[config.mk]
export PLATFORM = sky130hd
export DESIGN_NAME = crc16_frame_deframer
export DESIGN_NICKNAME = d
export VERILOG_FILES = /design/src/sv/crcdf_pkg.sv /design/src/sv/crcdf_store.sv /design/src/sv/crcdf_crc_unit.sv /design/src/sv/crcdf_ctrl.sv /design/src/sv/crc16_frame_deframer.sv
export SDC_FILE = /design/constraint.sdc
export NUM_CORES = 1
export LEC_CHECK = 0
export ABC_CLOCK_PERIOD_IN_PS = 3400
export BUFFER_PORTS_ARGS = -buffer_cell sky130_fd_sc_hd__buf_2
export CORE_ASPECT_RATIO = 0.75
export CORE_MARGIN = 3
export CORE_UTILIZATION = 50
export DETAILED_ROUTE_END_ITERATION = 12
export GPL_ROUTABILITY_DRIVEN = 1
export PLACE_DENSITY = 0.71
export SYNTH_ARGS = -nofsm -noshare
export SYNTH_HDL_FRONTEND = slang
export SYNTH_SLANG_ARGS = --single-unit
[constraint.sdc]
create_clock -name clk_i -period 3.4 [get_ports clk_i]
set_input_delay 0.51 -clock clk_i [delete_from_list [all_inputs] [get_ports clk_i]]
set_output_delay 0.51 -clock clk_i [all_outputs]
set_load 0.02 [all_outputs]
[src/sv/crcdf_pkg.sv]
// ----------------------------------------------------------------------------
// crcdf_pkg
// Shared constants, state encoding and interface structs of the deframer.
// ----------------------------------------------------------------------------
package crcdf_pkg;

  // Store geometry and frame limits.
  localparam int STORE_DEPTH = 64;
  localparam int MAX_PAYLOAD = 58;
  localparam int AW          = $clog2(STORE_DEPTH);
  localparam int FILL_W      = AW + 1;
  localparam int LEN_W       = $clog2(MAX_PAYLOAD + 1);
  localparam int TRAILER_LEN = 3;

  // Frame marker bytes.
  localparam logic [7:0] START_SHORT = 8'd2;
  localparam logic [7:0] START_LONG  = 8'd3;
  localparam logic [7:0] END_MARK    = 8'd3;

  // Header lengths for the two start bytes.
  localparam logic [1:0] HDR_SHORT = 2'd2;
  localparam logic [1:0] HDR_LONG  = 2'd3;

  // CRC-16/XMODEM generator polynomial.
  localparam logic [15:0] CRC_POLY = 16'h1021;

  // Sequencer states.
  typedef enum logic [4:0] {
    ST_IDLE,
    ST_HDR_A,
    ST_HDR_B,
    ST_LEN_A,
    ST_LEN_B,
    ST_LEN2_A,
    ST_LEN2_B,
    ST_CHK,
    ST_CRC_A,
    ST_CRC_B,
    ST_CRC_SH,
    ST_TRL_A,
    ST_TRL_B,
    ST_TRL_C,
    ST_TRL_D,
    ST_TRL_E,
    ST_TRL_F,
    ST_EMIT_A,
    ST_EMIT_B
  } state_e;

  // Frame store access.
  typedef struct packed {
    logic          we;
    logic [AW-1:0] waddr;
    logic [7:0]    wdata;
    logic [AW-1:0] raddr;
  } mem_req_t;

  // Control of the bit-serial CRC unit.
  typedef struct packed {
    logic       clear;
    logic       load;
    logic       step;
    logic [7:0] data;
  } crc_ctl_t;

  // Load request towards the output register.
  typedef struct packed {
    logic       load;
    logic [7:0] data;
    logic       last;
  } out_req_t;

endpackage

[src/sv/crcdf_store.sv]
// ----------------------------------------------------------------------------
// crcdf_store
// Circular frame store: one write port and one registered read port.
// ----------------------------------------------------------------------------
module crcdf_store import crcdf_pkg::*; (
  input  logic     clk_i,
  input  mem_req_t mem_req_i,
  output logic [7:0] rdata_o
);

  logic [7:0] mem_q [STORE_DEPTH];
  logic [7:0] rdata_q;

  // Write port.
  always_ff @(posedge clk_i) begin
    if (mem_req_i.we) begin
      mem_q[mem_req_i.waddr] <= mem_req_i.wdata;
    end
  end

  // Registered read port, sampled every cycle.
  always_ff @(posedge clk_i) begin
    rdata_q <= mem_q[mem_req_i.raddr];
  end

  assign rdata_o = rdata_q;

endmodule

[src/sv/crcdf_crc_unit.sv]
// ----------------------------------------------------------------------------
// crcdf_crc_unit
// Bit-serial CRC-16/XMODEM register: one polynomial step per cycle while step is set.
// ----------------------------------------------------------------------------
module crcdf_crc_unit import crcdf_pkg::*; (
  input  logic        clk_i,
  input  crc_ctl_t    crc_ctl_i,
  output logic [15:0] crc_o
);

  logic [15:0] crc_q;
  logic [15:0] crc_d;

  // Clear, fold in a byte, or shift one bit through the generator.
  always_comb begin
    crc_d = crc_q;
    if (crc_ctl_i.clear) begin
      crc_d = '0;
    end else if (crc_ctl_i.load) begin
      crc_d = crc_q ^ {crc_ctl_i.data, 8'h00};
    end else if (crc_ctl_i.step) begin
      crc_d = {crc_q[14:0], 1'b0} ^ (crc_q[15] ? CRC_POLY : 16'h0000);
    end
  end

  always_ff @(posedge clk_i) begin
    crc_q <= crc_d;
  end

  assign crc_o = crc_q;

endmodule

[src/sv/crcdf_ctrl.sv]
// ----------------------------------------------------------------------------
// crcdf_ctrl
// Parse sequencer: appends each byte that fits, then walks the store header,
// CRC, trailer and payload one byte at a time, dropping bytes on faults.
// ----------------------------------------------------------------------------
module crcdf_ctrl import crcdf_pkg::*; (
  input  logic        clk_i,
  input  logic        rst_ni,
  input  logic        in_valid_i,
  input  logic [7:0]  rx_byte_i,
  output logic        in_stall_o,
  input  logic [7:0]  rdata_i,
  input  logic [15:0] crc_i,
  input  logic        out_ready_i,
  output mem_req_t    mem_req_o,
  output crc_ctl_t    crc_ctl_o,
  output out_req_t    out_req_o
);

  state_e             state_q, state_d;
  logic [AW-1:0]      base_q, base_d;
  logic [FILL_W-1:0]  fill_q, fill_d;
  logic [AW-1:0]      off_q, off_d;
  logic [1:0]         hdr_q, hdr_d;
  logic [15:0]        len_q, len_d;
  logic [FILL_W-1:0]  total_q, total_d;
  logic [LEN_W-1:0]   idx_q, idx_d;
  logic [2:0]         bit_q, bit_d;
  logic [7:0]         crc_hi_q, crc_hi_d;
  logic               crc_ok_q, crc_ok_d;

  logic [16:0]        total_w;
  logic               len_bad;
  logic               byte_last;
  logic               frame_ok;

  // Frame geometry checks.
  assign total_w   = 17'(hdr_q) + 17'(len_q) + 17'(TRAILER_LEN);
  assign len_bad   = (len_q == 16'd0) || (len_q > 16'(MAX_PAYLOAD)) ||
                     (total_w > 17'(STORE_DEPTH));
  assign byte_last = (idx_q + LEN_W'(1)) == len_q[LEN_W-1:0];
  assign frame_ok  = (rdata_i == END_MARK) && crc_ok_q;

  // Next state.
  always_comb begin
    state_d = state_q;
    case (state_q)
      ST_IDLE:   if (in_valid_i) state_d = ST_HDR_A;
      ST_HDR_A:  state_d = (fill_q < FILL_W'(2)) ? ST_IDLE : ST_HDR_B;
      ST_HDR_B: begin
        if (rdata_i == START_SHORT) begin
          state_d = ST_LEN_A;
        end else if (rdata_i == START_LONG) begin
          state_d = (fill_q < FILL_W'(3)) ? ST_IDLE : ST_LEN_A;
        end else begin
          state_d = ST_HDR_A;
        end
      end
      ST_LEN_A:  state_d = ST_LEN_B;
      ST_LEN_B:  state_d = (hdr_q == HDR_SHORT) ? ST_CHK : ST_LEN2_A;
      ST_LEN2_A: state_d = ST_LEN2_B;
      ST_LEN2_B: state_d = ST_CHK;
      ST_CHK: begin
        if (len_bad) begin
          state_d = ST_HDR_A;
        end else if (fill_q < total_w[FILL_W-1:0]) begin
          state_d = ST_IDLE;
        end else begin
          state_d = ST_CRC_A;
        end
      end
      ST_CRC_A:  state_d = ST_CRC_B;
      ST_CRC_B:  state_d = ST_CRC_SH;
      ST_CRC_SH: begin
        if (bit_q == 3'd7) begin
          state_d = byte_last ? ST_TRL_A : ST_CRC_A;
        end
      end
      ST_TRL_A:  state_d = ST_TRL_B;
      ST_TRL_B:  state_d = ST_TRL_C;
      ST_TRL_C:  state_d = ST_TRL_D;
      ST_TRL_D:  state_d = ST_TRL_E;
      ST_TRL_E:  state_d = ST_TRL_F;
      ST_TRL_F:  state_d = frame_ok ? ST_EMIT_A : ST_HDR_A;
      ST_EMIT_A: state_d = ST_EMIT_B;
      ST_EMIT_B: begin
        if (out_ready_i) begin
          state_d = byte_last ? ST_HDR_A : ST_EMIT_A;
        end
      end
      default:   state_d = ST_IDLE;
    endcase
  end

  // Datapath updates and outputs per state.
  always_comb begin
    base_d    = base_q;
    fill_d    = fill_q;
    off_d     = off_q;
    hdr_d     = hdr_q;
    len_d     = len_q;
    total_d   = total_q;
    idx_d     = idx_q;
    bit_d     = bit_q;
    crc_hi_d  = crc_hi_q;
    crc_ok_d  = crc_ok_q;
    in_stall_o = (state_q != ST_IDLE);
    mem_req_o = '0;
    mem_req_o.raddr = base_q + off_q;
    crc_ctl_o = '0;
    out_req_o = '0;
    case (state_q)
      ST_IDLE: begin
        off_d = '0;
        // A byte arriving at a full store is ignored.
        if (in_valid_i && (fill_q < FILL_W'(STORE_DEPTH))) begin
          mem_req_o.we    = 1'b1;
          mem_req_o.waddr = base_q + fill_q[AW-1:0];
          mem_req_o.wdata = rx_byte_i;
          fill_d          = fill_q + FILL_W'(1);
        end
      end
      ST_HDR_B: begin
        if (rdata_i == START_SHORT) begin
          hdr_d = HDR_SHORT;
          off_d = AW'(1);
        end else if (rdata_i == START_LONG) begin
          hdr_d = HDR_LONG;
          off_d = AW'(1);
        end else begin
          base_d = base_q + AW'(1);
          fill_d = fill_q - FILL_W'(1);
          off_d  = '0;
        end
      end
      ST_LEN_B: begin
        if (hdr_q == HDR_SHORT) begin
          len_d = {8'h00, rdata_i};
        end else begin
          len_d = {rdata_i, 8'h00};
          off_d = AW'(2);
        end
      end
      ST_LEN2_B: len_d = {len_q[15:8], rdata_i};
      ST_CHK: begin
        if (len_bad) begin
          base_d = base_q + AW'(1);
          fill_d = fill_q - FILL_W'(1);
          off_d  = '0;
        end else begin
          total_d         = total_w[FILL_W-1:0];
          crc_ctl_o.clear = 1'b1;
          idx_d           = '0;
          off_d           = AW'(hdr_q);
        end
      end
      ST_CRC_B: begin
        crc_ctl_o.load = 1'b1;
        crc_ctl_o.data = rdata_i;
        bit_d          = '0;
      end
      ST_CRC_SH: begin
        crc_ctl_o.step = 1'b1;
        bit_d          = bit_q + 3'd1;
        if (bit_q == 3'd7) begin
          if (byte_last) begin
            off_d = AW'(hdr_q) + len_q[AW-1:0];
          end else begin
            idx_d = idx_q + LEN_W'(1);
            off_d = off_q + AW'(1);
          end
        end
      end
      ST_TRL_B: begin
        crc_hi_d = rdata_i;
        off_d    = off_q + AW'(1);
      end
      ST_TRL_D: begin
        crc_ok_d = (crc_i == {crc_hi_q, rdata_i});
        off_d    = off_q + AW'(1);
      end
      ST_TRL_F: begin
        if (frame_ok) begin
          off_d = AW'(hdr_q);
          idx_d = '0;
        end else begin
          base_d = base_q + AW'(1);
          fill_d = fill_q - FILL_W'(1);
          off_d  = '0;
        end
      end
      ST_EMIT_B: begin
        if (out_ready_i) begin
          out_req_o.load = 1'b1;
          out_req_o.data = rdata_i;
          out_req_o.last = byte_last;
          if (byte_last) begin
            // Whole frame consumed: release it from the store.
            base_d = base_q + total_q[AW-1:0];
            fill_d = fill_q - total_q;
            off_d  = '0;
          end else begin
            idx_d = idx_q + LEN_W'(1);
            off_d = off_q + AW'(1);
          end
        end
      end
      default: begin
      end
    endcase
  end

  // Control state.
  always_ff @(posedge clk_i or negedge rst_ni) begin
    if (!rst_ni) begin
      state_q <= ST_IDLE;
      base_q  <= '0;
      fill_q  <= '0;
    end else begin
      state_q <= state_d;
      base_q  <= base_d;
      fill_q  <= fill_d;
    end
  end

  // Working registers of the current parse.
  always_ff @(posedge clk_i) begin
    off_q    <= off_d;
    hdr_q    <= hdr_d;
    len_q    <= len_d;
    total_q  <= total_d;
    idx_q    <= idx_d;
    bit_q    <= bit_d;
    crc_hi_q <= crc_hi_d;
    crc_ok_q <= crc_ok_d;
  end

endmodule

[src/sv/crc16_frame_deframer.sv]
// ----------------------------------------------------------------------------
// crc16_frame_deframer
// Length-prefixed frame deframer with CRC-16/XMODEM check.
// ----------------------------------------------------------------------------
// Usage: one received byte is offered on rx_byte_i with in_valid_i. The
// request is taken when in_stall_o is low; the block then raises in_stall_o
// while it parses its 64-byte circular store, and lowers it when it needs
// more bytes. A byte that only leaves an incomplete frame, with no fault,
// keeps the block busy only while it reads back the held header and length.
// A candidate frame is checked by reading its payload back from the store,
// each byte being folded into the CRC and shifted one bit per cycle through
// a single unit, and every store read being registered. Each payload byte
// of a valid frame is then read and handed out before the next one is read.
// A fault makes the block drop the oldest held byte and rescan the rest.
// Payload bytes leave through an output register on out_valid_o,
// payload_byte_o and frame_end_o (high on the last byte of a frame); while
// out_stall_i is high that register holds and the sequencer waits before
// handing out the next byte. Reset clears the store pointers and the fill
// count, empties the output register and leaves the block ready for the
// first byte; no clearing pass is needed.
// ----------------------------------------------------------------------------
module crc16_frame_deframer import crcdf_pkg::*; (
  input  logic       clk_i,
  input  logic       rst_ni,
  input  logic       in_valid_i,
  output logic       in_stall_o,
  input  logic [7:0] rx_byte_i,
  output logic       out_valid_o,
  input  logic       out_stall_i,
  output logic [7:0] payload_byte_o,
  output logic       frame_end_o
);

  mem_req_t    mem_req;
  crc_ctl_t    crc_ctl;
  out_req_t    out_req;
  logic [7:0]  rdata;
  logic [15:0] crc;
  logic        out_ready;

  logic        out_valid_q, out_valid_d;
  logic [7:0]  out_byte_q;
  logic        out_end_q;

  crcdf_store u_store (
    .clk_i     (clk_i),
    .mem_req_i (mem_req),
    .rdata_o   (rdata)
  );

  crcdf_crc_unit u_crc (
    .clk_i     (clk_i),
    .crc_ctl_i (crc_ctl),
    .crc_o     (crc)
  );

  crcdf_ctrl u_ctrl (
    .clk_i       (clk_i),
    .rst_ni      (rst_ni),
    .in_valid_i  (in_valid_i),
    .rx_byte_i   (rx_byte_i),
    .in_stall_o  (in_stall_o),
    .rdata_i     (rdata),
    .crc_i       (crc),
    .out_ready_i (out_ready),
    .mem_req_o   (mem_req),
    .crc_ctl_o   (crc_ctl),
    .out_req_o   (out_req)
  );

  // The output register can take a byte when empty or being emptied.
  assign out_ready = !out_valid_q || !out_stall_i;

  always_comb begin
    out_valid_d = out_valid_q;
    if (out_req.load) begin
      out_valid_d = 1'b1;
    end else if (out_valid_q && !out_stall_i) begin
      out_valid_d = 1'b0;
    end
  end

  // Output request valid flag.
  always_ff @(posedge clk_i or negedge rst_ni) begin
    if (!rst_ni) begin
      out_valid_q <= 1'b0;
    end else begin
      out_valid_q <= out_valid_d;
    end
  end

  // Output payload.
  always_ff @(posedge clk_i) begin
    if (out_req.load) begin
      out_byte_q <= out_req.data;
      out_end_q  <= out_req.last;
    end
  end

  assign out_valid_o    = out_valid_q;
  assign payload_byte_o = out_byte_q;
  assign frame_end_o    = out_end_q;

endmodule

# == After elaboration in Yosys (flattened, before gate mapping) ==
# Memory sizes are Yosys's and may differ from the RTL's. A register that Yosys moved wholly into a read port is not among the register bits.
# Cells that the tools add are included.
# word_totals
reg_bits,92
ram_bits,512
inputBits,12
output_inout_bits,11
elab_cells,171
mem_count,1
# memory_table
name,words,word_bits,rd,rd_clocked_by_memory_dff,write_ports,line_no,rtl
u_store.mem_q,64,8,1,1,1,crcdf_store.sv:11,logic [7:0] mem_q [STORE_DEPTH];
# op_classes
addsub,13
magnitude_cmp,6
eq_ne,35
muxes,65
bitwise_logic,5
reduce_logical,30
# ops
operator,n
6-bit 2-to-1 mux,17
5-bit case mux with 19 select lines,1
7-bit 2-to-1 mux,7
16-bit 2-to-1 mux,3
6-bit case mux with 4 select lines,2
6-bit case mux with 8 select lines,1
5-bit by 4-bit == test with 1-bit output (second input constant),8
5-bit 2-to-1 mux,8
7-bit case mux with 5 select lines,1
16-bit case mux with 2 select lines,1
16-bit XOR,2
15-bit 2-to-1 mux,2
5-bit by 3-bit == test with 1-bit output (second input constant),4
10-bit 2-to-1 mux,2
6-bit by 1-bit adder with 6-bit output (second input constant),3
6-bit adder,3
17-bit by 2-bit adder with 17-bit output (second input constant),1
2-bit by 16-bit adder with 17-bit output,1
17-bit by 7-bit greater-than comparator with 1-bit output (second input constant),1
16-bit == test,1
8-bit by 2-bit == test with 1-bit output (second input constant),2
16-bit by 6-bit greater-than comparator with 1-bit output (second input constant),1
16-bit zero test,1
5-bit == test (second input constant),3
other kinds (36),78

# == Longest topological paths before layout ==
# Gate-level depths: netlist of the first run.
# depth
ltp_word,6
ltp_mapped,15
depth_no_buf,13

# == By module ==
# A second synthesis of the first run with hierarchy kept.
# hier_totals
cells_unflattened,1546
hier_area_um2,26177.6
# by_module_without_submodules
module,n_inst,cells_per_inst,area_each_um2,seq_area_each_um2
crcdf_store,1,940,20166.8,15534.9
crcdf_ctrl,1,505,4923.5,1891.8
crcdf_crc_unit,1,89,780.7,320.3
crc16_frame_deframer,1,12,306.5,295.3

# == Worst setup path after synthesis of the first run ==
# Ideal clock, no wire load.
# synth_timing
path_type,reg2reg
from,reg u_ctrl.off_q[0]
to,"reg u_store.rdata_q[5] (netlist: u_store.rdata_o[5]), read port of u_store.mem_q"
setup_time_ns,0.133
arrival_time_ns,2.990
required_ns,3.267
slack_ns,0.278
path_stages_with_launch,10
path_buffers,3
synth_period_minus_slack_ns,3.122
path_cell_list,edfxtp_1 -> ha_1 -> fa_1 -> buf_2 -> buf_1 -> clkbuf_1 -> mux4_2 -> mux4_2 -> mux2i_1 -> a21oi_1
# synth_via
elab_chain_cells,1
# synth_rtl
item,line_no,rtl
start: declaration,crcdf_ctrl.sv:23,"logic [AW-1:0] off_q, off_d;"
start signal: assignment,crcdf_ctrl.sv:228,off_q <= off_d;
6-bit adder,crcdf_ctrl.sv:109,mem_req_o.raddr = base_q + off_q;
end: declaration,crcdf_store.sv:12,logic [7:0] rdata_q;
# Every way passes these cells.
# A chain may end at the register's enable or synchronous reset.

# == Worst setup path after layout of the first run ==
# layout_timing
from,reg u_ctrl.off_q[0]
to,"reg u_store.rdata_q[0] (netlist: u_store.rdata_o[0]), read port of u_store.mem_q"
# The elaborated chain is that of the path after synthesis.

==> metrics, run 1 <==
largest net degree at the start of global routing 65; RSZ-0062 raised after global routing yes; I/O Pins 23; Worst setup EP type flip-flop; Num CTS Buffers 55; most common cell after layout, fill and taps aside edfxtp_1; Die Y between 200 and 250 µm; initial antenna violation count 1; clk sink count between 600 and 700; Layout area overhead 14.74%; worst path bufs/invs 2; Worst Hold Class in2reg; worst slew pin tran 1183 ps; Post-DP Area ~28,000 µm²; gr busiest metal met1; ANT cells 0; Initial DRC Count approximately 1,700; f_max 292.6 MHz; Initial Utilization 50.99%; Max Cap Viol 0; Pint between 0.015 and 0.02 W; # setup viols final 1; Routed WL per cell ~26 µm; met1 usage between 30 and 40%; ranking of synthesized cells by area edfxtp_1, mux4_2, dfxtp_1; dominant synthesized flop cell edfxtp_1; pre-CTS WS between 9 and 10 ps; CP peak stage delay 840 ps; family with the most delay on the worst path adder cells; Pre-Repair DR Iteration Count 7; Seq/Total Area, Yosys a little over two thirds; fill cell count roughly 3,600; DRT antenna net count 0; most frequent cells in the layout edfxtp_1, mux4_2, nor2_1; Logic pwr share approximately half; met2 Usage GRT 33.52%; unique cell type count in the Yosys netlist 62; WP data arrival about 3900 ps; share of post-route cells with drive strength above 1 26.85%; via count 14,009; mapped cell area roughly 26,000 µm²; worst path cell trace ha_4 > fa_4 > buf_12 > buf_4 > mux4_2 > mux4_2 > a211oi_1 > a21oi_1; sequential share of power between 30 and 40%; routability cong. 0.8984; Slew headroom about a fifth; area share of the largest cell type after synthesis 66.41%; fin crit share 100.5%; Ys Warns 0; final hold vios 0; die span in x 267.9 µm; switching share of power about 35%; clock-pin slew on the worst setup and hold paths around 60 ps; vias in the first global route between 10,000 and 15,000; crit-path max FO 17; Post-Place Cells between 2,000 and 2,500; Data required, critical path about 3800 ps; Setup Skew ~27 ps; EDFF count, synth ~570; average size of a mapped cell between 15 and 20 µm²; # rows just over 70; Post-CTS Repair Setup Buffers 0; Detailed Place HPWL between 30,000 and 40,000 µm; final non-filler cell area approximately 30,000 µm²; peak supply drop 811.9 µV; Most Frequent Cell on Critical Path mux4_2; Mapped Cells 1,428; Setup TNS -18.17 ps; via/cell ratio slightly above 6; # nets final 1,637; clock latency on the worst-skew pair roughly 600 ps; DIE AREA between 50,000 and 60,000 µm²; core footprint roughly 50,000 µm²; M3 GR Usage roughly 4.1%; leading area contributor after synthesis edfxtp_1; Synthesized Nets ~1,500; status finished, violations left; max-slew violation count 0; CTS tree yes; post-layout util about three fifths; failing checks setup timing; LEAKAGE 10.08 nW; Min Clock Period, post-route approximately 3400 ps; GRT Total Usage roughly 22%; Final WS setup -18.17 ps; clock root buffer clkbuf_16; Cell Pwr Density roughly 1000 nW/µm²; grt total ovfl 0; CP max-delay cell fa_4; DRC errors left 0; input/output buffers 22; fin cells around 2,300; Seq cells post-synth around 610; Clk network pwr share between 20% and 30%; FFs w/ async S/R, synth under 10%; CTS Buffer Depth 3; Switch Pwr between 0.01 and 0.015 W; Routed WL 59,490 µm; first-pass GRT wire length 89,840 µm; Critical Path Source Type flip-flop; kind of critical path reg2reg; H-tree levels 2
==> cell usage after synthesis, types with 12 or more instances <==
master,instances
clkbuf_1,26
buf_4,14
and2_1,32
o21ai_0,15
nor2b_1,17
mux4_2,160
xor2_1,24
buf_2,14
mux2i_1,12
nand2_1,48
dfrtp_1,19
a21oi_1,59
ha_1,36
and3_1,12
nand3_1,17
inv_1,28
xnor2_1,43
dfxtp_1,24
edfxtp_1,569
nor2_1,127
==> worst reg2reg max path, delay by kind of cell, from the launching register on <==
family,cells,cell delay (ps)
fa+ha+maj,2,1050
mux,2,820
compound gates,2,550
flops,1,470
buf+inv,2,400
==> cell type report <==
class / instances / area, µm² / area share, %
clock buffer: 62 / 1403 / 4.752
multi-input combinational: 724 / 7287 / 24.69
tap: 657 / 822.0 / 2.785
clock inverter: 41 / 451.7 / 1.530
inverter: 28 / 105.1 / 0.3561
timing repair buffer: 164 / 1408 / 4.769
sequential: 612 / 18040 / 61.12
==> registers in the layout (all words and copies together), names as in the netlist <==
| signal | count |
|---|---|
| frame_end_o | 1 |
| out_valid_o | 1 |
| payload_byte_o | 8 |
| u_crc.crc_o | 16 |
| u_ctrl.base_q | 6 |
| u_ctrl.bit_q | 3 |
| u_ctrl.crc_hi_q | 8 |
| u_ctrl.crc_ok_q | 1 |
| u_ctrl.fill_q | 7 |
| u_ctrl.hdr_q | 1 |
| u_ctrl.idx_q | 6 |
| u_ctrl.len_q | 16 |
| u_ctrl.off_q | 6 |
| u_ctrl.state_q | 5 |
| u_ctrl.total_q | 7 |
| u_store.mem_q | 512 |
| u_store.rdata_o | 8 |
==> power by group through the flow <==
stage,sequential (W),combinational (W),clock (W)
after floorplan,0.00915,0.0101,0
after global placement,0.00931,0.0145,0
after detailed placement,0.00933,0.0147,0
after CTS,0.00917,0.0148,0.00647
after global routing,0.00922,0.0156,0.00677
final,0.00920,0.0148,0.00636
==> cells by family after synthesis <==
| kind of cell | after synthesis | share of synthesized area, % |
|---|---|---|
| simple gates | 307 | 5.802 |
| flops | 612 | 70.13 |
| mux | 178 | 14.79 |
| xor+xnor | 67 | 2.281 |
| buf+inv | 92 | 1.790 |
| fa+ha+maj | 40 | 2.062 |
| compound gates | 132 | 3.142 |
==> metal layers <==
layer / up-vias / wire length (µm)
met5: - / 0
met4: 0 / 1285
met3: 104 / 5510
met2: 715 / 27350
met1: 7224 / 25350
li1: 5966 / -
==> metrics by stage <==
stage | hold slack, ps | total power [W]
6_report | 383.5 | 0.03036
5_1_grt | 336.4 | 0.03164
4_1_cts | 326.1 | 0.03043
3_5_place_dp | 480.1 | 0.02404
3_3_place_gp | 469.1 | 0.02382
2_1_floorplan | 214.4 | 0.01923
==> what timing repair did <==
item,in CTS,in global routing
setup endpoints to repair,0,6
gates resized for setup,0,2
endpoints found under the hold margin,19,0
hold buffers,1,0
==> worst paths after layout <==
| check | start | to | slack (ps) | cells past startpoint |
|---|---|---|---|---|
| min in group asynchronous | rst_ni | u_ctrl.state_q[3]$_DFFE_PN0P_ | 470 | 2 |
| max in group asynchronous | rst_ni | u_ctrl.fill_q[4]$_DFFE_PN0P_ | 2540 | 2 |
| min | out_stall_i | out_valid_o$_DFFE_PN0P_ | 380 | 3 |
| max reg2reg | u_ctrl.off_q[0]$_DFFE_PP_ | u_store.rdata_o[0]$_DFF_P_ | -20 | 8 |
| max | u_ctrl.off_q[0]$_DFFE_PP_ | u_store.rdata_o[0]$_DFF_P_ | -20 | 8 |
| min reg2reg | u_crc.crc_o[2]$_SDFFE_PP0P_ | u_crc.crc_o[3]$_SDFFE_PP0P_ | 490 | 2 |
(Power assumes the default switching activity.)
==> run 2: changes to the inputs <==
--- a/config.mk
+++ b/config.mk
@@ -5,7 +5,7 @@
 export SDC_FILE = /design/constraint.sdc
 export NUM_CORES = 1
 export LEC_CHECK = 0
-export ABC_CLOCK_PERIOD_IN_PS = 3400
+export ABC_CLOCK_PERIOD_IN_PS = 3800
 export BUFFER_PORTS_ARGS = -buffer_cell sky130_fd_sc_hd__buf_2
 export CORE_ASPECT_RATIO = 0.75
 export CORE_MARGIN = 3
==> constraint.sdc (replaced) <==
create_clock -name clk_i -period 3.8 [get_ports clk_i]
set_input_delay 0.57 -clock clk_i [delete_from_list [all_inputs] [get_ports clk_i]]
set_output_delay 0.57 -clock clk_i [all_outputs]
set_load 0.02 [all_outputs]
==> metrics, run 2 (synthesized netlist as in run 1, its figures left out) <==
status finished clean; RSZ-0062 raised after global routing no; # rows 71 (unchanged); I/O Pins 23 (unchanged); fin cells 2,270 (-0.79%); Die Y 202.4 µm (unchanged); Post-Place Cells 2,168 (-0.73%); Initial DRC Count 1,778 (+3.2%); H-tree levels 2 (unchanged); max-slew violation count 0 (unchanged); peak supply drop 870.7 µV (+7.3%); worst path cell trace ha_4 > fa_4 > buf_4 > mux4_2 > mux4_2 > nor2b_1 > a211oi_1 > a21oi_1; WP data arrival 3800 ps (-60 ps); family with the most delay on the worst path adder cells; Layout area overhead 14.01%; routability cong. 0.8801 (-2.0%); Logic pwr share 47.0% (-1.8 points); post-CTS resize count 0 (unchanged); crit-path max FO 14 (-3); Critical Path Source Type flip-flop; most common cell after layout, fill and taps aside edfxtp_1; # nets final 1,622 (-0.92%); first-pass GRT wire length 90,380 µm (+0.60%); Detailed Place HPWL 38,050 µm (+0.34%); Clk network pwr share 21.7% (+0.7 points); CP max-delay cell fa_4; Slew headroom 12.87% (-7.8 points); clock-pin slew on the worst setup and hold paths 70 ps (about the same); max reg flops 512 (unchanged); clock root buffer clkbuf_16; LEAKAGE 10.01 nW (-0.68%); # setup viols final 0 (-1); Setup TNS 0 ps (+18.17 ps); Setup Skew 17.71 ps (-9.307 ps); crit path from u_ctrl.off_q[0]$_DFFE_PP_; worst slew pin tran 1301 ps (+117.1 ps); DRT antenna net count 0 (unchanged); grt total ovfl 0 (unchanged); DRC errors left 0 (unchanged); switching share of power 35.47% (about the same); via/cell ratio 6.134 (+0.19%); CTS tree yes; final hold vios 0 (unchanged); Routed WL per cell 26.28 µm (+1.1%); Cell Pwr Density 912.0 nW/µm² (-11%); Max Cap Viol 0 (unchanged); GRT Total Usage 22.68% (+0.30 points); worst path bufs/invs 1 (-1); CTS Buffer Depth 3 (unchanged); Pint 0.01726 W (-12%); DIE AREA 54,240 µm² (unchanged); largest net degree at the start of global routing 65 (unchanged); share of post-route cells with drive strength above 1 26.16% (-0.69 points); Min-Delay Startpoint in_valid_i; Worst setup EP type flip-flop; Initial Utilization 50.99% (unchanged); Reg with most FFs u_store.mem_q; Most Frequent Cell on Critical Path mux4_2; via count 13,925 (-0.60%); initial antenna violation count 0 (-1); Num CTS Buffers 56 (+1.8%); input/output buffers 22 (unchanged); fin crit share 87.85% (-13 points); sequential share of power 31.2% (+0.9 points); Worst Hold Class in2reg; Routed WL 59,650 µm (+0.27%); kind of critical path reg2reg; f_max 299.6 MHz (+2.4%); most frequent cells in the layout edfxtp_1, mux4_2, nor2_1; worst r2r src u_ctrl.off_q[0]$_DFFE_PP_; CP peak stage delay 930 ps (+90 ps); clk sink count 612 (unchanged); vias in the first global route 13,876 (-1.0%); die span in x 267.9 µm (unchanged); core footprint 50,460 µm² (unchanged); clock latency on the worst-skew pair 600 ps (about the same); Pre-Repair DR Iteration Count 5 (-2); Min Clock Period, post-route 3338 ps (-79.95 ps); Data required, critical path 4260 ps (+420 ps); Switch Pwr 0.009489 W (-12%); ANT cells 0 (unchanged)
==> run 2: changes by cell type in the layout (fill, tap and decap cells not counted), sizes merged <==
cell    change
inv         +1
clkbuf      +1
buf        -16
clkinv      -4
==> run 2: final cells by class <==
type                       instances  area [µm²]
fill                            3663       21130
sequential                       612       18040
multi-input combinational        724        7284
clock buffer                      63        1459
timing repair buffer             148        1184
tap                              657       822.0
clock inverter                    38       434.2
inverter                          28       105.1
==> run 2: what timing repair did <==
| item | CTS | global route |
|---|---|---|
| setup buffers | 0 | 0 |
| hold buffers | 1 | 0 |
| hold endpoints to repair | 19 | 0 |
==> run 2: worst register-to-register path: cells and delay by family, from the launching register on <==
kind | cells | cell delay (ps)
DFF | 1 | 470
and+or+nand+nor | 1 | 140
buffers and inverters | 1 | 310
adders and majority gates | 2 | 1140
AOI/OAI and AO/OA | 2 | 360
muxes | 2 | 800
==> run 2: final timing paths <==
| check | depth (start not counted) | slack, ps | end |
|---|---|---|---|
| hold reg to reg | 2 | 490 | u_crc.crc_o[2]$_SDFFE_PP0P_ |
| hold / removal | 3 | 370 | u_ctrl.state_q[0]$_DFFE_PN0P_ |
| min in group asynchronous | 2 | 550 | u_ctrl.state_q[1]$_DFFE_PN0P_ |
| setup reg to reg | 8 | 460 | u_store.rdata_o[0]$_DFF_P_ |
| setup / recovery | 8 | 460 | u_store.rdata_o[0]$_DFF_P_ |
| max in group asynchronous | 2 | 2870 | u_ctrl.base_q[4]$_DFFE_PN0P_ |
==> run 2: stage by stage <==
| step | util, % | hold WS, ps | cell area, µm² | worst slack, ps | power, W |
|---|---|---|---|---|---|
| detailed placement | 54.36 | 479.7 | 27430 | 469.6 | 0.02102 |
| global placement | 54.36 | 475.3 | 27430 | 523.8 | 0.02077 |
| finish | 58.13 | 367.5 | 29330 | 461.8 | 0.02675 |
| floorplan | - | 274.4 | 25730 | 677.6 | 0.01721 |
| global route | 58.13 | 350.7 | 29330 | 231.5 | 0.02802 |
| CTS | 58.13 | 323.0 | 29330 | 456.1 | 0.02682 |
==> run 2: metal layers <==
metal  part of all wire, %  track usage, %  vias up
met1                    43           34.46     7170
met5                     0               0        -
met2                    45           33.55      727
met4                   2.3           5.644        0
met3                   9.9           5.245       86
li1                      -               -     5942
==> run 2: power groups by stage <==
stage / Combinational, W / Sequential (W) / Clock, W
6_report: 0.0126 / 0.00836 / 0.00581
5_1_grt: 0.0134 / 0.00838 / 0.00620
4_1_cts: 0.0126 / 0.00833 / 0.00589
3_5_place_dp: 0.0125 / 0.00848 / 0
3_3_place_gp: 0.0123 / 0.00846 / 0
2_1_floorplan: 0.00902 / 0.00819 / 0
==> run 3: changes to the inputs <==
--- a/config.mk
+++ b/config.mk
@@ -5,14 +5,15 @@
 export SDC_FILE = /design/constraint.sdc
 export NUM_CORES = 1
 export LEC_CHECK = 0
-export ABC_CLOCK_PERIOD_IN_PS = 3800
+export ABC_CLOCK_PERIOD_IN_PS = 3190
 export BUFFER_PORTS_ARGS = -buffer_cell sky130_fd_sc_hd__buf_2
 export CORE_ASPECT_RATIO = 0.75
 export CORE_MARGIN = 3
-export CORE_UTILIZATION = 50
+export CORE_UTILIZATION = 35
 export DETAILED_ROUTE_END_ITERATION = 12
 export GPL_ROUTABILITY_DRIVEN = 1
-export PLACE_DENSITY = 0.71
+export PLACE_DENSITY = 0.55
+export SLEW_MARGIN = 10
 export SYNTH_ARGS = -nofsm -noshare
 export SYNTH_HDL_FRONTEND = slang
 export SYNTH_SLANG_ARGS = --single-unit
==> constraint.sdc (replaced) <==
create_clock -name clk_i -period 3.19 [get_ports clk_i]
set_input_delay 0.4785 -clock clk_i [delete_from_list [all_inputs] [get_ports clk_i]]
set_output_delay 0.4785 -clock clk_i [all_outputs]
set_load 0.02 [all_outputs]
==> metrics, run 3 (synthesized netlist as in run 1, its figures left out) <==
status finished, violations left; failing checks setup timing; Max Cap Viol 0 (unchanged); core footprint 72,320 µm² (+43%); # nets final 1,673 (+3.1%); DRC errors left 0 (unchanged); Setup Skew 22.61 ps (+4.901 ps); CP max-delay cell fa_4; Initial DRC Count 1,409 (-21%); Cell Pwr Density 1106 nW/µm² (+21%); clock-pin slew on the worst setup and hold paths 70 ps (about the same); Num CTS Buffers 56 (unchanged); worst slew pin tran 1157 ps (-143.9 ps); die span in x 319.1 µm (+19%); Layout area overhead 17.63%; share of post-route cells with drive strength above 1 28.48% (+2.3 points); most frequent cells in the layout edfxtp_1, mux4_2, buf_4; fill cell count 6,433 (+76%); worst path bufs/invs 2 (+1); largest net degree at the start of global routing 65 (unchanged); ANT cells 0 (unchanged); GRT Total Usage 16.56% (-6.1 points); Initial Utilization 35.57% (-15 points); Slew headroom 22.43% (+9.6 points); Data required, critical path 3690 ps (-570 ps); fin cells 2,625 (+16%); via count 13,759 (-1.2%); Min Clock Period, post-route 3242 ps (-96.31 ps); max-slew violation count 0 (unchanged); initial antenna violation count 0 (unchanged); Worst setup EP type flip-flop; clock latency on the worst-skew pair 630 ps (+30 ps); routability cong. 0.8509 (-3.3%); DRT antenna net count 0 (unchanged); family with the most delay on the worst path adder cells; H-tree levels 2 (unchanged); clock root buffer clkbuf_16; max reg flops 512 (unchanged); Logic pwr share 51.2% (+4.2 points); crit-path max FO 10 (-4); LEAKAGE 10.26 nW (+2.5%); Die Y 240.8 µm (+19%); vias in the first global route 13,844 (-0.23%); CTS tree yes; kind of critical path reg2reg; DIE AREA 76,830 µm² (+42%); multi-input logic area 7330 µm² (+0.62%); peak supply drop 1096 µV (+26%); Post-Place Cells 2,511 (+16%); f_max 308.5 MHz (+3.0%); # rows 85 (+20%); RSZ-0062 raised after global routing yes; Routed WL per cell 24.09 µm (-8.3%); final hold vios 0 (unchanged); sequential share of power 29.1% (-2.1 points); Clk network pwr share 19.7% (-2.0 points); Routed WL 63,230 µm (+6.0%); switching share of power 35.69% (+0.21 points); Switch Pwr 0.01194 W (+26%); first-pass GRT wire length 94,250 µm (+4.3%); Worst Hold Class in2reg; via/cell ratio 5.242 (-15%); clk sink count 612 (unchanged); CP peak stage delay 780 ps (-150 ps); Final WS setup -51.91 ps (-513.7 ps); worst path cell trace ha_4 > fa_4 > buf_12 > buf_12 > mux4_2 > mux4_2 > a211oi_4 > a21oi_1; Pre-Repair DR Iteration Count 7 (+2); # setup viols final 6 (+6); most common cell after layout, fill and taps aside edfxtp_1; Reg with most FFs u_store.mem_q; WHS 324.0 ps (-43.56 ps); fin crit share 101.6% (+14 points); Pint 0.02152 W (+25%); Detailed Place HPWL 40,930 µm (+7.6%); Reg area 18,040 µm² (unchanged); grt total ovfl 0 (unchanged); I/O Pins 23 (unchanged); WP data arrival 3740 ps (-60 ps); input/output buffers 22 (unchanged); Critical Path Source Type flip-flop; CTS Buffer Depth 3 (unchanged)
## run 3: cell types whose count changed in the layout (fill, tap and decap cells not counted), sizes merged
cell / change
clkbuf: +14
bufinv: -6
buf: +50
inv: +1
clkinv: -4
## run 3: worst reg2reg max path: stages (launching register included)
cell and delay (ps):
edfxtp_1 440, ha_4 200, fa_4 780, buf_12 180
buf_12 150, mux4_2 300, mux4_2 590, a211oi_4 400
a21oi_1 80
## run 3: path summary, 6_finish.rpt
kind	start	cells past startpoint	slack, ps	end
setup reg to reg	u_ctrl.off_q[0]$_DFFE_PP_	8	-50	u_store.rdata_o[3]$_DFF_P_
min in group asynchronous	rst_ni	2	380	out_valid_o$_DFFE_PN0P_
setup / recovery	u_ctrl.off_q[0]$_DFFE_PP_	8	-50	u_store.rdata_o[3]$_DFF_P_
max in group asynchronous	rst_ni	2	2430	u_ctrl.fill_q[4]$_DFFE_PN0P_
hold reg to reg	u_crc.crc_o[1]$_SDFFE_PP0P_	2	490	u_crc.crc_o[1]$_SDFFE_PP0P_
hold / removal	in_valid_i	3	320	u_ctrl.state_q[0]$_DFFE_PN0P_
## run 3: power groups by stage
stage               Clock [W]  Sequential, W  Combinational (W)
floorplan                   0        0.00976             0.0107
global placement            0        0.00989             0.0166
detailed placement          0        0.00990             0.0167
CTS                   0.00675        0.00973             0.0172
global route          0.00708        0.00977             0.0183
finish                0.00658        0.00974             0.0171
## run 3: layer usage
layer  routed length (µm)  global-route usage (%)
met5                    0                       0
met4                 1014                   3.345
met3                 4705                   3.421
met2                28040                   24.80
met1                29480                   25.14
## run 3: through the flow
step                      util [%]  setup TNS [ps]  power [W]  area (µm²)  setup slack (ps)
after floorplan                  -               0    0.02050       25730             67.62
after global placement       39.15           -1014    0.02651       28310            -424.1
after detailed placement     39.15           -1199    0.02655       28310            -442.1
after CTS                    41.75          -210.4    0.03363       30200            -51.18
after global routing         41.85          -775.0    0.03515       30260            -140.7
final                        41.85          -164.4    0.03347       30260            -51.91
## run 3: timing repair
action | in CTS | in global routing
endpoints found under the hold margin | 19 | 0
hold buffers | 1 | 0
gates resized for setup | 7 | 7
buffers inserted | 5 | 2
endpoints found under the setup margin | 7 | 18
gates cloned | 0 | 1
pin swaps | 2 | 2
## run 3: area by class of cell
| class | count | share of cell area, % |
|---|---|---|
| sequential | 612 | 59.62 |
| multi-input combinational | 724 | 24.22 |
| timing repair buffer | 199 | 5.958 |
| clock buffer | 76 | 5.085 |
| tap | 957 | 3.957 |
| clock inverter | 29 | 0.8145 |
| inverter | 28 | 0.3473 |
